File: src/rtl/msd_pkg.sv
`timescale 1ns / 1ps
`default_nettype none
// ----------------------------------------------------------------------------
// msd_pkg: shared types and constants of the masked 2x2 downsample unit
// Field widths, register indexes, pair store entry and request layouts.
// ----------------------------------------------------------------------------
package msd_pkg;

    localparam int unsigned MAX_WIDTH_DEF  = 2048;
    localparam int unsigned MAX_HEIGHT_DEF = 2048;

    localparam int unsigned SAMPLE_W   = 32;
    localparam int unsigned GEOM_W     = 12;
    localparam int unsigned DEST_W     = 11;
    localparam int unsigned PAIR_W     = SAMPLE_W + 1;
    localparam int unsigned TOTAL_W    = SAMPLE_W + 2;
    localparam int unsigned CFG_IDX_W  = 3;
    localparam int unsigned CFG_DATA_W = 32;

    // register indexes of the configuration port
    localparam logic [CFG_IDX_W-1:0] REG_GRID_WIDTH    = 3'd0;
    localparam logic [CFG_IDX_W-1:0] REG_GRID_HEIGHT   = 3'd1;
    localparam logic [CFG_IDX_W-1:0] REG_QUADRANT      = 3'd2;
    localparam logic [CFG_IDX_W-1:0] REG_INVALID_CHECK = 3'd3;
    localparam logic [CFG_IDX_W-1:0] REG_INVALID_VALUE = 3'd4;
    localparam logic [CFG_IDX_W-1:0] REG_ROUND_NEAREST = 3'd5;

    // quadrant bits
    localparam int unsigned QUAD_RIGHT = 0;
    localparam int unsigned QUAD_LOWER = 1;

    // ceil(2^35 / 3): floor(x * RECIP3 / 2^35) == floor(x / 3) for x < 2^35
    localparam int unsigned  RECIP3_SHIFT = 35;
    localparam logic [33:0]  RECIP3       = 34'd11453246123;

    // upper-row pair: sum of valid samples and how many were valid
    typedef struct packed {
        logic [1:0]        count;
        logic [PAIR_W-1:0] sum;
    } entry_t;

    // lower-row pair sent into the averaging pipe
    typedef struct packed {
        logic [PAIR_W-1:0] pair_sum;
        logic [1:0]        pair_n;
        logic [DEST_W-1:0] dest_x;
        logic [DEST_W-1:0] dest_y;
        logic              last;
    } req_t;

endpackage

`default_nettype wire

File: src/rtl/msd_avg_pipe.sv
`timescale 1ns / 1ps
`default_nettype none
// ----------------------------------------------------------------------------
// msd_avg_pipe: block sum, divide by valid count, output register
// Four stages plus the output register; each stage advances when the one
// after it is empty or moving.
// ----------------------------------------------------------------------------
module msd_avg_pipe (
    input  wire                        aclk,
    input  wire                        aresetn,
    input  wire                        in_valid,
    output logic                       in_ready,
    input  msd_pkg::req_t              in_req,
    input  msd_pkg::entry_t            rd_entry,
    input  wire                        round_nearest,
    input  wire [msd_pkg::SAMPLE_W-1:0] invalid_value,
    output logic                       m_tvalid,
    input  wire                        m_tready,
    output logic [55:0]                m_tdata,
    output logic [0:0]                 m_tuser,
    output logic                       m_tlast
);
    import msd_pkg::*;

    typedef struct packed {
        logic [DEST_W-1:0] dest_x;
        logic [DEST_W-1:0] dest_y;
        logic              last;
        logic              neg;
        logic [2:0]        n;
    } meta_t;

    // stage registers
    logic        s1_v_reg, s2_v_reg, s3_v_reg, s4_v_reg, out_v_reg;
    req_t        s1_req_reg;
    meta_t       s2_meta_reg, s3_meta_reg, s4_meta_reg;
    logic [33:0] s2_x_reg;
    logic [50:0] s3_pp_hi_reg, s3_pp_lo_reg;
    logic [33:0] s3_qshift_reg;
    logic [33:0] s4_q_reg;
    logic [DEST_W-1:0]   out_dx_reg, out_dy_reg;
    logic [SAMPLE_W-1:0] out_avg_reg;
    logic                out_ok_reg, out_last_reg;

    logic out_adv, s4_adv, s3_adv, s2_adv, s1_adv;

    assign out_adv  = !out_v_reg || m_tready;
    assign s4_adv   = !s4_v_reg  || out_adv;
    assign s3_adv   = !s3_v_reg  || s4_adv;
    assign s2_adv   = !s2_v_reg  || s3_adv;
    assign s1_adv   = !s1_v_reg  || s2_adv;
    assign in_ready = s1_adv;

    // stage 1: add both pairs, take magnitude, add rounding offset
    logic [TOTAL_W-1:0] s1_total;
    logic [2:0]         s1_n;
    logic               s1_neg;
    logic [33:0]        s1_mag, s1_x_next;
    logic [1:0]         s1_addend;

    always_comb begin
        s1_total  = {s1_req_reg.pair_sum[PAIR_W-1], s1_req_reg.pair_sum}
                  + {rd_entry.sum[PAIR_W-1], rd_entry.sum};
        s1_n      = {1'b0, s1_req_reg.pair_n} + {1'b0, rd_entry.count};
        s1_neg    = s1_total[TOTAL_W-1];
        s1_mag    = s1_neg ? (~s1_total + 34'd1) : s1_total;
        s1_addend = round_nearest ? s1_n[2:1] : 2'd0;
        s1_x_next = s1_mag + {32'd0, s1_addend};
    end

    // stage 2: partial products for the divide by three, shifts for two and four
    logic [50:0] s2_pp_hi_next, s2_pp_lo_next;
    logic [33:0] s2_qshift_next;

    always_comb begin
        s2_pp_hi_next = 51'(s2_x_reg[33:17]) * 51'(RECIP3);
        s2_pp_lo_next = 51'(s2_x_reg[16:0])  * 51'(RECIP3);
        case (s2_meta_reg.n)
            3'd2:    s2_qshift_next = s2_x_reg >> 1;
            3'd4:    s2_qshift_next = s2_x_reg >> 2;
            default: s2_qshift_next = s2_x_reg;
        endcase
    end

    // stage 3: combine partial products, pick the divide by three or shifted quotient
    logic [67:0] s3_full;
    logic [33:0] s3_q_next;

    always_comb begin
        s3_full   = {s3_pp_hi_reg, 17'd0} + {17'd0, s3_pp_lo_reg};
        s3_q_next = (s3_meta_reg.n == 3'd3) ? {1'b0, s3_full[67:RECIP3_SHIFT]}
                                            : s3_qshift_reg;
    end

    // stage 4: restore sign, substitute marker when nothing was valid
    logic [33:0]         s4_signed;
    logic [SAMPLE_W-1:0] s4_avg_next;

    always_comb begin
        s4_signed   = s4_meta_reg.neg ? (~s4_q_reg + 34'd1) : s4_q_reg;
        s4_avg_next = (s4_meta_reg.n == 3'd0) ? invalid_value : s4_signed[SAMPLE_W-1:0];
    end

    always_ff @(posedge aclk) begin
        if (!aresetn) begin
            s1_v_reg  <= 1'b0;
            s2_v_reg  <= 1'b0;
            s3_v_reg  <= 1'b0;
            s4_v_reg  <= 1'b0;
            out_v_reg <= 1'b0;
        end else begin
            if (s1_adv)  s1_v_reg  <= in_valid;
            if (s2_adv)  s2_v_reg  <= s1_v_reg;
            if (s3_adv)  s3_v_reg  <= s2_v_reg;
            if (s4_adv)  s4_v_reg  <= s3_v_reg;
            if (out_adv) out_v_reg <= s4_v_reg;
        end
    end

    always_ff @(posedge aclk) begin
        if (s1_adv && in_valid) begin
            s1_req_reg <= in_req;
        end
        if (s2_adv && s1_v_reg) begin
            s2_x_reg           <= s1_x_next;
            s2_meta_reg.dest_x <= s1_req_reg.dest_x;
            s2_meta_reg.dest_y <= s1_req_reg.dest_y;
            s2_meta_reg.last   <= s1_req_reg.last;
            s2_meta_reg.neg    <= s1_neg;
            s2_meta_reg.n      <= s1_n;
        end
        if (s3_adv && s2_v_reg) begin
            s3_pp_hi_reg  <= s2_pp_hi_next;
            s3_pp_lo_reg  <= s2_pp_lo_next;
            s3_qshift_reg <= s2_qshift_next;
            s3_meta_reg   <= s2_meta_reg;
        end
        if (s4_adv && s3_v_reg) begin
            s4_q_reg    <= s3_q_next;
            s4_meta_reg <= s3_meta_reg;
        end
        if (out_adv && s4_v_reg) begin
            out_dx_reg   <= s4_meta_reg.dest_x;
            out_dy_reg   <= s4_meta_reg.dest_y;
            out_avg_reg  <= s4_avg_next;
            out_ok_reg   <= (s4_meta_reg.n != 3'd0);
            out_last_reg <= s4_meta_reg.last;
        end
    end

    assign m_tvalid = out_v_reg;
    assign m_tdata  = {2'b00, out_avg_reg, out_dy_reg, out_dx_reg};
    assign m_tuser  = out_ok_reg;
    assign m_tlast  = out_last_reg;

endmodule

`default_nettype wire
File: config.mk
export PLATFORM = sky130hd
export DESIGN_NAME = msd_avg_pipe
export DESIGN_NICKNAME = d
export VERILOG_FILES = /design/src/rtl/msd_pkg.sv /design/src/rtl/msd_avg_pipe.sv
export SDC_FILE = /design/constraint.sdc
export NUM_CORES = 1
export LEC_CHECK = 0
export BUFFER_PORTS_ARGS = -buffer_cell sky130_fd_sc_hd__buf_4
export CAP_MARGIN = 20
export CORE_ASPECT_RATIO = 1.2
export CORE_MARGIN = 1
export CORE_UTILIZATION = 57
export CTS_CLUSTER_DIAMETER = 150
export DETAILED_ROUTE_END_ITERATION = 10
export PLACE_DENSITY_LB_ADDON = 0.12
export SLEW_MARGIN = 20
export SYNTH_ARGS = -nofsm -noshare
export SYNTH_HDL_FRONTEND = slang
export SYNTH_SLANG_ARGS = --single-unit
File: constraint.sdc
create_clock -name aclk -period 9.9 [get_ports aclk]
set_input_delay 1.98 -clock aclk [delete_from_list [all_inputs] [get_ports aclk]]
set_output_delay 1.98 -clock aclk [all_outputs]
set_load 0.005 [all_outputs]
-- After elaboration in Yosys (flattened, before gate mapping)
Index checks and enable logic that the tools add are counted.
- div/mod/pow operators: 0
- mux-type cells: 6
- shifts and indexed selects: 0
- $mul: 2
- reduce and logical (&&, ||, !) cells: 17
- bitwise logic cells: 2
- add/subtract/negate cells: 6
- equal/unequal tests: 3
- $lt $le $gt $ge: 0
- operator list (kind ; count):
    32-bit 2-to-1 mux ; 3
    67-bit by 51-bit adder with 67-bit output ; 1
    32-bit case mux with 2 select lines ; 1
    17-bit by 34-bit multiplier with 51-bit output (second input constant) ; 1
    17-bit by 34-bit multiplier with 50-bit output (second input constant) ; 1
    33-bit by 33-bit adder with 34-bit output ; 1
    34-bit by 1-bit adder with 34-bit output (second input constant) ; 1
    34-bit by 2-bit adder with 34-bit output ; 1
    34-bit 2-to-1 mux ; 1
    34-bit inverter ; 1
    32-bit by 1-bit adder with 32-bit output (second input constant) ; 1
    32-bit inverter ; 1
    3-bit by 2-bit equality test with 1-bit output (second input constant) ; 2
    1-bit logical AND ; 5
    1-bit logical NOT ; 5
    1-bit logical OR ; 5
    2-bit by 2-bit adder with 3-bit output ; 1
    3-bit equality test (second input constant) ; 1
    3-bit logical NOT ; 1
    3-bit nonzero test ; 1
    2-bit 2-to-1 mux ; 1
- latch bits: 0
- bits in read-only memories: 0
- memories kept: 0
- bits in registers: 399
- RAM bits: 0
- output and inout bits: 60
- word-level logic and storage cells: 71
- input bits: 130

-- Longest topological paths before layout
Gate-level depths: netlist (run 1).
- depth after elaboration: 7
- depth in mapped cells: 26
- mapped depth without buffers: 26

-- Worst setup path before layout (run 1)
OpenSTA, ideal clock, no wires.
- path kind: input -> register
- from: in m_tready
- to: reg s3_meta_reg[0] in the netlist's numbering, enable pin
- data required time: 9.237 ns
- data arrival time: 8.667 ns
- buffers on the path: 1
- stages on the path: 4
- setup time: 0.663 ns
- setup slack: 0.570 ns
- cells stage by stage: nor2b_1 > and3_1 > clkbuf_1 > nor2b_1
- longest elaborated chain between the ends: 4
- ends and longest elaborated chain (element ; RTL line ; text):
    start: declaration ; msd_avg_pipe.sv:18 ; input wire m_tready,
    1-bit logical OR ; msd_avg_pipe.sv:47 ; assign out_adv = !out_v_reg || m_tready;
    1-bit logical OR ; msd_avg_pipe.sv:48 ; assign s4_adv = !s4_v_reg || out_adv;
    1-bit logical OR ; msd_avg_pipe.sv:49 ; assign s3_adv = !s3_v_reg || s4_adv;
    1-bit logical AND ; msd_avg_pipe.sv:132 ; if (s3_adv && s2_v_reg) begin
    end signal: assignment ; msd_avg_pipe.sv:136 ; s3_meta_reg <= s2_meta_reg;
    end: declaration ; msd_avg_pipe.sv:36 ; meta_t s2_meta_reg, s3_meta_reg, s4_meta_reg;
No other way between the ends.
A chain may end at the register's enable or synchronous reset.

-- Worst setup path after layout (run 1)
- from: reg s2_x_reg[4]
- to: reg s3_pp_lo_reg[49] (data pin)
- longest elaborated chain between the ends: 1
- ends and longest elaborated chain (element ; RTL line ; text):
    start: declaration ; msd_avg_pipe.sv:37 ; logic [33:0] s2_x_reg;
    start signal: assignment ; msd_avg_pipe.sv:125 ; s2_x_reg <= s1_x_next;
    17-bit by 34-bit multiplier with 51-bit output ; msd_avg_pipe.sv:77 ; s2_pp_lo_next = 51'(s2_x_reg[16:0]) * 51'(RECIP3);
    net s2_pp_lo_next[49] ; msd_avg_pipe.sv:72 ; logic [50:0] s2_pp_hi_next, s2_pp_lo_next;
    end signal: assignment ; msd_avg_pipe.sv:134 ; s3_pp_lo_reg <= s2_pp_lo_next;
    end: declaration ; msd_avg_pipe.sv:38 ; logic [50:0] s3_pp_hi_reg, s3_pp_lo_reg;
The timed path passes the listed nets, and every way through them passes these cells.

==> results.yml, run 1 <==
synthesis:
  synth_mux_area_frac: 0.0007310
  synth_cells: 2650
  synth.distinct_cells: 91
  synth_adder_area_share: 0.2678
  synth_area_sq_um: 29100
  async_flop_share: 0
  synthFlopType: "edfxtp_1"
  ys_seq_area_frac: 0.3925
  synth-compound-area-share: 0.1212
  yosys.area_share.xor_xnor: 0.05916
  synthSimpleGateAreaFrac: 0.1043
  yosys_warnings: 0
  ys_seq_elements: 382
  syn_avg_cell_area_sq_um: 10.98
  synth_top_family_by_area: "adder cells"
  synth_edf_count: 377
final_layout:
  syn_to_final_growth_pct: 11.94
  utilization: 0.6472
  n_antenna_cell: 0
  final_cell_mix: "edfxtp_1, inv_1, ha_1"
  final_area_sq_um: 32580
  final_common_cell: "edfxtp_1"
  largest_reg_flops: 58
  drive_above_1_share: 0.1062
  nets: 3475
timing:
  fin_crit_sh: 0.7395
  rsz0062_at_grt: "no"
  worstMarginPinSlew_ps: 1030
  fin_crit_ps: 7321
  final-setup-viol-count: 0
  skew_ps: 27.89
  hold_violations: 0
  hold_slack_ps: 415.2
  max_freq_ghz: 0.1366
  relSlewSlack: 0.3135
  finalSetupTns_ps: 0
  drv_slew: 0
clock_network:
  cts_buffers: 40
  htree_num_levels: 2
  cts.hold.buffers_added: 0
  cts_buffer_depth: 3
  clock-sinks: 382
  cts_root_buf: "clkbuf_16"
  path_clk_slew_ps: 70
  tritoncts: "yes"
  post_cts_resized: 0
  clk-insertion-delay-late_ps: 570
  cts_setup_buffers: 0
placement:
  dp_hpwl_um: 50930
  io_buffers: 187
  place.gp.congestion: 0.9362
  place_area_sq_um: 31280
min_path:
  hold_end: "out_dy_reg[2]"
  min_path_cells: 0
  min_from: "s4_meta_reg[7]"
  hold_path.class: "flip-flop to flip-flop"
detailed_routing:
  drtIter0Drc: 1057
  dr.pass1.iters: 5
  routed_wirelength_um: 63330
  num_vias: 20102
  drt_drc_violations_left: 0
  ant_nets: 0
  wire_per_inst_um: 18.06
  viasPerCell: 5.732
setup_path:
  required_ps: 10200
  slowest_stage: "fa_1"
  cpPeakStageDelay_ps: 580
  end_kind: "flip-flop"
  timing.rr.end: "s3_pp_lo_reg[49]"
  crit_path_max_fanout: 6
  critPathArrivalTime_ps: 7620
  r2r_slack_ps: 2580
  setup.worst_path.start_class: "flip-flop"
  worstPathCellList: "ha_1, inv_1, fa_1, fa_1, fa_1, inv_1, fa_1, inv_1, fa_1, inv_1, ha_1, a21o_1, a21o_1, a21oi_1, a31oi_1, a311oi_1, nor3_1, nor3b_1, nor2_1, or4_1, a31oi_1, xnor2_1"
  cp_common_cell: "fa_1"
  timing.rr.start: "s2_x_reg[4]"
  rr_worst_depth: 22
  path_class: "flip-flop to flip-flop"
job:
  maxCapViolations: 0
outcome:
  status: "finished, final reports clean"
floorplan:
  start_util: 0.5781
  ios: 190
  core_sq_um: 50340
  fp-row-count: 90
  dieHeight_um: 249.5
  die-area_sq_um: 51960
  die_w_um: 208.3
global_routing:
  track_usage: 0.2474
  grt_pass1_wl_um: 102200
  grt_max_degree: 82
  grt_overflow: 0
  antenna_found_initial: 1
  grt_pass1_vias: 20445
[routing by layer]
metal	GRT usage	up-vias	part of all wire
met5	0	-	0
met4	0.07683	0	0.026
met3	0.02907	100	0.039
met2	0.4562	492	0.52
met1	0.3000	9738	0.41
li1	-	9772	-
[cell families (layout without fill, tap and decap cells)]
kind of cell,count (synthesis),after routing
and+or+nand+nor,603,603
DFF,382,382
buffers and inverters,417,629
muxes,2,2
xor gates and xnor gates,195,195
AOI/OAI and AO/OA,540,540
other,1,2
adders and majority gates,510,510
[through the flow]
stage,setup WS (ps),instances
global placement,2621,3436
detailed placement,2509,3437
CTS,2614,3507
finish,2579,3507
global route,2217,3507
floorplan,569.8,2651
[final cells by class]
class | count | area [sq um]
Fill cell | 3954 | 17760
Multi-Input combinational cell | 1852 | 16180
Sequential cell | 382 | 11420
Timing Repair Buffer | 202 | 1536
Inverter | 357 | 1340
Clock buffer | 49 | 1097
Tap cell | 644 | 805.8
Clock inverter | 21 | 197.7
[synth_stat cells (52+ instances only)]
cell type  count  area, sq um
nand2_1      175        656.9
fa_1         188         3764
xnor2_1      114        998.5
nand3_1       54        270.3
a21oi_1      153        765.7
a21o_1        52        390.4
inv_1        356         1336
xor2_1        80        700.7
edfxtp_1     377        11320
o21ai_0      100        500.5
nor2_1       128        480.5
ha_1         322         4029
[worst max path at each step]
stage,startpoint,endpoint,depth (start not counted)
6_report,s2_x_reg[4],s3_pp_lo_reg[49],22
5_1_grt,s2_x_reg[4],s3_pp_lo_reg[49],22
2_1_floorplan,m_tready,s3_meta_reg[0],4
4_1_cts,s2_x_reg[4],s3_pp_lo_reg[49],22
3_3_place_gp,rd_entry[11],s2_x_reg[32],16
3_5_place_dp,rd_entry[11],s2_x_reg[32],16
[worst max-delay path: cells and delay by family, from the launching register on]
family / cells / cell delay, ps
compound gates: 6 / 1490
buf+inv: 4 / 270
fa+ha+maj: 7 / 3490
xor+xnor: 1 / 90
simple gates: 4 / 1190
flops: 1 / 520
Power of run 1 is not shown: default switching activity piles up to over one toggle a cycle in this logic, so the estimate is an artifact.
==> inputs of run 2 (changes only) <==
==> constraint.sdc (replaced) <==
create_clock -name aclk -period 6.46 [get_ports aclk]
set_input_delay 1.292 -clock aclk [delete_from_list [all_inputs] [get_ports aclk]]
set_output_delay 1.292 -clock aclk [all_outputs]
set_load 0.005 [all_outputs]
==> run 2 against run 1 <==
  * Via count grew 1.3%
  * Design area is 2.4% higher
  * Hold slack about the same
  * Register-to-register slack got worse by 2400 ps
  * First-iteration DRC count is 1.5% higher
  * Count of clock-buffer cells in the layout down 3
  * Routed wire length grew 3.9%
  * Final cell count is 2.4% higher
  * Worst setup slack lost 2400 ps
  * Sequential share of layout area shrank 0.83 points
  * Critical path depth unchanged
  * Utilization rose by 1.6 points
  * Critical path type unchanged
  * Largest cell class unchanged
==> results.yml, run 2 (same netlist as run 1, synthesis figures left out) <==
floorplan:
  die_w_um: 208.3
  dieHeight_um: 249.5
  core_sq_um: 50340
  ios: 190
  start_util: 0.5781
  die-area_sq_um: 51960
  fp-row-count: 90
final_layout:
  final_cell_mix: "edfxtp_1, inv_1, ha_1"
  final_area_sq_um: 33360
  largest_reg_flops: 58
  syn_to_final_growth_pct: 14.66
  nets: 3556
  utilization: 0.6628
  drive_above_1_share: 0.1374
  n_antenna_cell: 0
  final_common_cell: "edfxtp_1"
global_routing:
  grt_max_degree: 113
  grt_overflow: 0
  track_usage: 0.2579
  grt_pass1_vias: 21021
  antenna_found_initial: 4
  grt_pass1_wl_um: 106300
clock_network:
  cts_root_buf: "clkbuf_16"
  clock-sinks: 382
  clk-insertion-delay-late_ps: 590
  path_clk_slew_ps: 60
  cts_buffer_depth: 3
  cts_buffers: 40
  tritoncts: "yes"
  cts.hold.buffers_added: 0
  htree_num_levels: 2
detailed_routing:
  viasPerCell: 5.668
  drtIter0Drc: 1073
  ant_nets: 0
  drt_drc_violations_left: 0
  dr.pass1.iters: 6
  num_vias: 20354
  wire_per_inst_um: 18.33
  routed_wirelength_um: 65810
timing:
  max_freq_ghz: 0.1597
  relSlewSlack: 0.3251
  hold_violations: 0
  final-setup-viol-count: 0
  rsz0062_at_grt: "yes"
  drv_slew: 0
  fin_crit_sh: 0.9694
  hold_slack_ps: 415.3
  fin_crit_ps: 6262
  skew_ps: 35.21
  worstMarginPinSlew_ps: 1012
  finalSetupTns_ps: 0
job:
  maxCapViolations: 0
min_path:
  min_path_cells: 0
  hold_path.class: "flip-flop to flip-flop"
setup_path:
  crit_path_max_fanout: 2
  required_ps: 6780
  end_kind: "flip-flop"
  cp_common_cell: "fa_1"
  cpPeakStageDelay_ps: 550
  worstPathCellList: "ha_4, inv_2, fa_1, buf_4, inv_1, buf_4, fa_1, fa_1, fa_1, fa_1, ha_1, o21a_1, o21ai_1, a31oi_4, a311oi_2, buf_4, nor3_1, nor3b_2, nor2_2, or4_4, and2_4, xor2_1"
  critPathArrivalTime_ps: 6580
  setup.worst_path.start_class: "flip-flop"
  rr_worst_depth: 22
  path_class: "flip-flop to flip-flop"
  slowest_stage: "fa_1"
placement:
  io_buffers: 187
  place.gp.congestion: 0.9211
  place_area_sq_um: 31880
  dp_hpwl_um: 53310
outcome:
  status: "finished, final reports clean"
run 2: layout make-up:
class	instances	area [sq um]
repair buffers	283	2162
clock inverters	27	314.1
multi-input cells	1852	16300
well taps	644	805.8
flip-flops and latches	382	11420
clock buffers	46	1023
inverters	357	1340
fillers	3898	16970
run 2: timing repair:
action | CTS | global route
resized for setup | 4 | 26
endpoints found under the hold margin | 0 | 0
pin swaps | 3 | 15
endpoints found under the setup margin | 4 | 21
setup buffers | 0 | 2
run 2: stage by stage:
step,instances,setup WS [ps]
after floorplan,2651,28.15
after global placement,3516,-111.5
final,3591,197.9
after detailed placement,3516,-102.1
after CTS,3589,2.452
after global routing,3591,-23.57
run 2: worst max-delay path, delay by kind of cell, from the launching register on:
kind | cells | cell delay (ps)
adders and majority gates | 7 | 3110
and+or+nand+nor | 5 | 940
AOI/OAI and AO/OA | 4 | 830
buffers and inverters | 5 | 530
DFF | 1 | 450
xor gates and xnor gates | 1 | 130
run 2: per-layer routing:
metal,vias up,global-route usage,wire [um]
li1,9928,-,-
met4,0,0.08148,1976
met2,460,0.4778,34130
met1,9847,0.3102,27350
met3,119,0.03033,2346
met5,-,0,0
run 2: path summary, 6_finish.rpt:
path,startpoint,end,slack [ps]
setup reg to reg,s2_x_reg[4],s3_pp_lo_reg[48],200
hold reg to reg,s2_meta_reg[17],s3_meta_reg[17],420
hold / removal,s2_meta_reg[17],s3_meta_reg[17],420
setup / recovery,s2_x_reg[4],s3_pp_lo_reg[48],200
Power of run 2 is left out for the same reason.
==> inputs of run 3 (changes only) <==
--- a/config.mk
+++ b/config.mk
@@ -9,7 +9,7 @@
 export CAP_MARGIN = 20
 export CORE_ASPECT_RATIO = 1.2
 export CORE_MARGIN = 1
-export CORE_UTILIZATION = 57
+export CORE_UTILIZATION = 61
 export CTS_CLUSTER_DIAMETER = 150
 export DETAILED_ROUTE_END_ITERATION = 10
 export PLACE_DENSITY_LB_ADDON = 0.12
==> constraint.sdc (replaced) <==
create_clock -name aclk -period 6.8 [get_ports aclk]
set_input_delay 1.36 -clock aclk [delete_from_list [all_inputs] [get_ports aclk]]
set_output_delay 1.36 -clock aclk [all_outputs]
set_load 0.005 [all_outputs]
==> run 3 against run 2 <==
  * Die area is 6.5% lower
  * Hold slack better by 2.6 ps
  * Non-clock buffer count is 43 lower
  * Global-route usage rose by 1.9 points
  * Flip-flop and latch count is the same
  * Utilization rose by 3.5 points
  * First-iteration DRC count up 0.84%
  * Via count hardly changed
  * Critical path depth is 1 higher
  * Clock skew fell by 14 ps
  * Routed wire length increased by 0.74%
  * Design area decreased by 1.7%
  * Critical endpoint is now s3_pp_lo_reg[49]
==> results.yml, run 3 (same netlist as run 1, synthesis figures left out) <==
setup_path:
  critPathArrivalTime_ps: 6800
  r2r_slack_ps: 320
  rr_worst_depth: 23
  path_class: "flip-flop to flip-flop"
  required_ps: 7110
  end_kind: "flip-flop"
  timing.rr.start: "s2_x_reg[2]"
  setup.worst_path.start_class: "flip-flop"
  timing.rr.end: "s3_pp_lo_reg[49]"
  crit_path_max_fanout: 4
final_layout:
  register_area_sq_um: 11420
  final_cell_mix: "edfxtp_1, inv_1, ha_1"
  syn_to_final_growth_pct: 12.74
  multi_input_area_sq_um: 16210
  drive_above_1_share: 0.1209
  finalNonFillerCells: 3526
  fillers: 3442
  final_common_cell: "edfxtp_1"
  largest_reg_flops: 58
  nets: 3512
  n_antenna_cell: 0
detailed_routing:
  wl_met1_um: 27020
  num_vias: 20347
  viasPerCell: 5.771
  dr.pass1.iters: 5
  drtIter0Drc: 1082
  ant_nets: 0
  wire_per_inst_um: 18.80
  route.met3.wl_um: 2688
  routed_wirelength_um: 66300
  dr_wl_met2_um: 34740
  drt_drc_violations_left: 0
  top_layer_used: "met4"
clock_network:
  clk-insertion-delay-late_ps: 560
  cts_root_buf: "clkbuf_16"
  cts.hold.buffers_added: 0
  tritoncts: "yes"
  clock-sinks: 382
  cts_buffers: 39
  path_clk_slew_ps: 60
  cts_buffer_depth: 3
  htree_num_levels: 2
global_routing:
  antenna_found_initial: 2
  grt_pass1_vias: 20969
  grt_overflow: 0
  grt_pass1_wl_um: 106100
  grt_max_degree: 144
  track_usage: 0.2773
timing:
  final-setup-viol-count: 0
  relSlewSlack: 0.3044
  hold_slack_ps: 417.9
  skew_ps: 21.35
  fin_crit_sh: 0.9532
  max_freq_ghz: 0.1543
  fin_crit_ps: 6481
  hold_violations: 0
  worstMarginPinSlew_ps: 1043
  drv_slew: 0
outcome:
  status: "finished, final reports clean"
placement:
  dp_hpwl_um: 52730
  io_buffers: 187
  place_inst: 3454
  place.gp.congestion: 0.9427
min_path:
  min_path_cells: 0
  hold_end: "out_dy_reg[5]"
  hold_path.class: "flip-flop to flip-flop"
  min_from: "s4_meta_reg[10]"
floorplan:
  dieHeight_um: 241.3
  die_w_um: 201.4
  ios: 190
  start_util: 0.6188
  die-area_sq_um: 48580
  fp-row-count: 87
  core_sq_um: 47030
job:
  maxCapViolations: 0
## run 3: cell types whose count changed in the layout (fill, tap and decap cells not counted), sizes merged
cell | before | now
buf | 283 | 240
bufinv | 5 | 2
clkinvlp | 2 | 5
clkbuf | 46 | 45
## run 3: layout make-up
cell class / count / area share
flip-flops and latches: 382 / 0.3481
repair buffers: 240 / 0.05530
inverters: 357 / 0.04085
well taps: 623 / 0.02376
clock buffers: 45 / 0.03108
multi-input cells: 1852 / 0.4940
clock inverters: 27 / 0.006903
## run 3: critical path, stage by stage (launching register included)
cell and delay [ps]:
edfxtp_1 390, ha_1 320, inv_1 80, fa_1 580
fa_1 490, fa_1 550, inv_1 60, fa_1 520
inv_1 50, fa_1 530, inv_1 50, ha_1 300
a21o_1 170, a21o_1 190, a21oi_2 180, a31oi_2 150
a311oi_2 330, buf_4 160, nor3_1 60, nor3b_2 230
nor2_1 90, or4_1 430, a31oi_1 230, xnor2_1 80
## run 3: repair_timing
action / CTS / global route
setup endpoints to repair: 0 / 9
setup buffers: 0 / 0
gates resized for setup: 0 / 8
## run 3: per-stage QoR
stage                       util  TNS [ps]  setup slack (ps)  instance area, sq um
final                     0.6976         0             318.5                 32810
after global routing      0.6976    -1.445            -1.445                 32810
after CTS                 0.6969         0             110.0                 32770
after detailed placement  0.6704         0             115.8                 31530
after global placement    0.6704         0             175.0                 31530
after floorplan                -         0             17.35                 29110
## run 3: how the worst max path moves through the flow
stage,cells after the start,start,slack [ps],to
after floorplan,4,m_tready,20,s2_meta_reg[0]
after global placement,23,s2_x_reg[2],170,s3_pp_lo_reg[48]
after detailed placement,23,s2_x_reg[2],120,s3_pp_lo_reg[49]
after CTS,23,s2_x_reg[2],110,s3_pp_lo_reg[49]
after global routing,23,s2_x_reg[2],-1,s3_pp_lo_reg[49]
final,23,s2_x_reg[2],320,s3_pp_lo_reg[49]
## run 3: layer usage
| layer | track usage | vias to the layer above |
|---|---|---|
| met4 | 0.08540 | 0 |
| met3 | 0.03955 | 109 |
| li1 | - | 9859 |
| met5 | 0 | - |
| met2 | 0.5209 | 477 |
| met1 | 0.3273 | 9902 |
Power of run 3 is left out for the same reason.
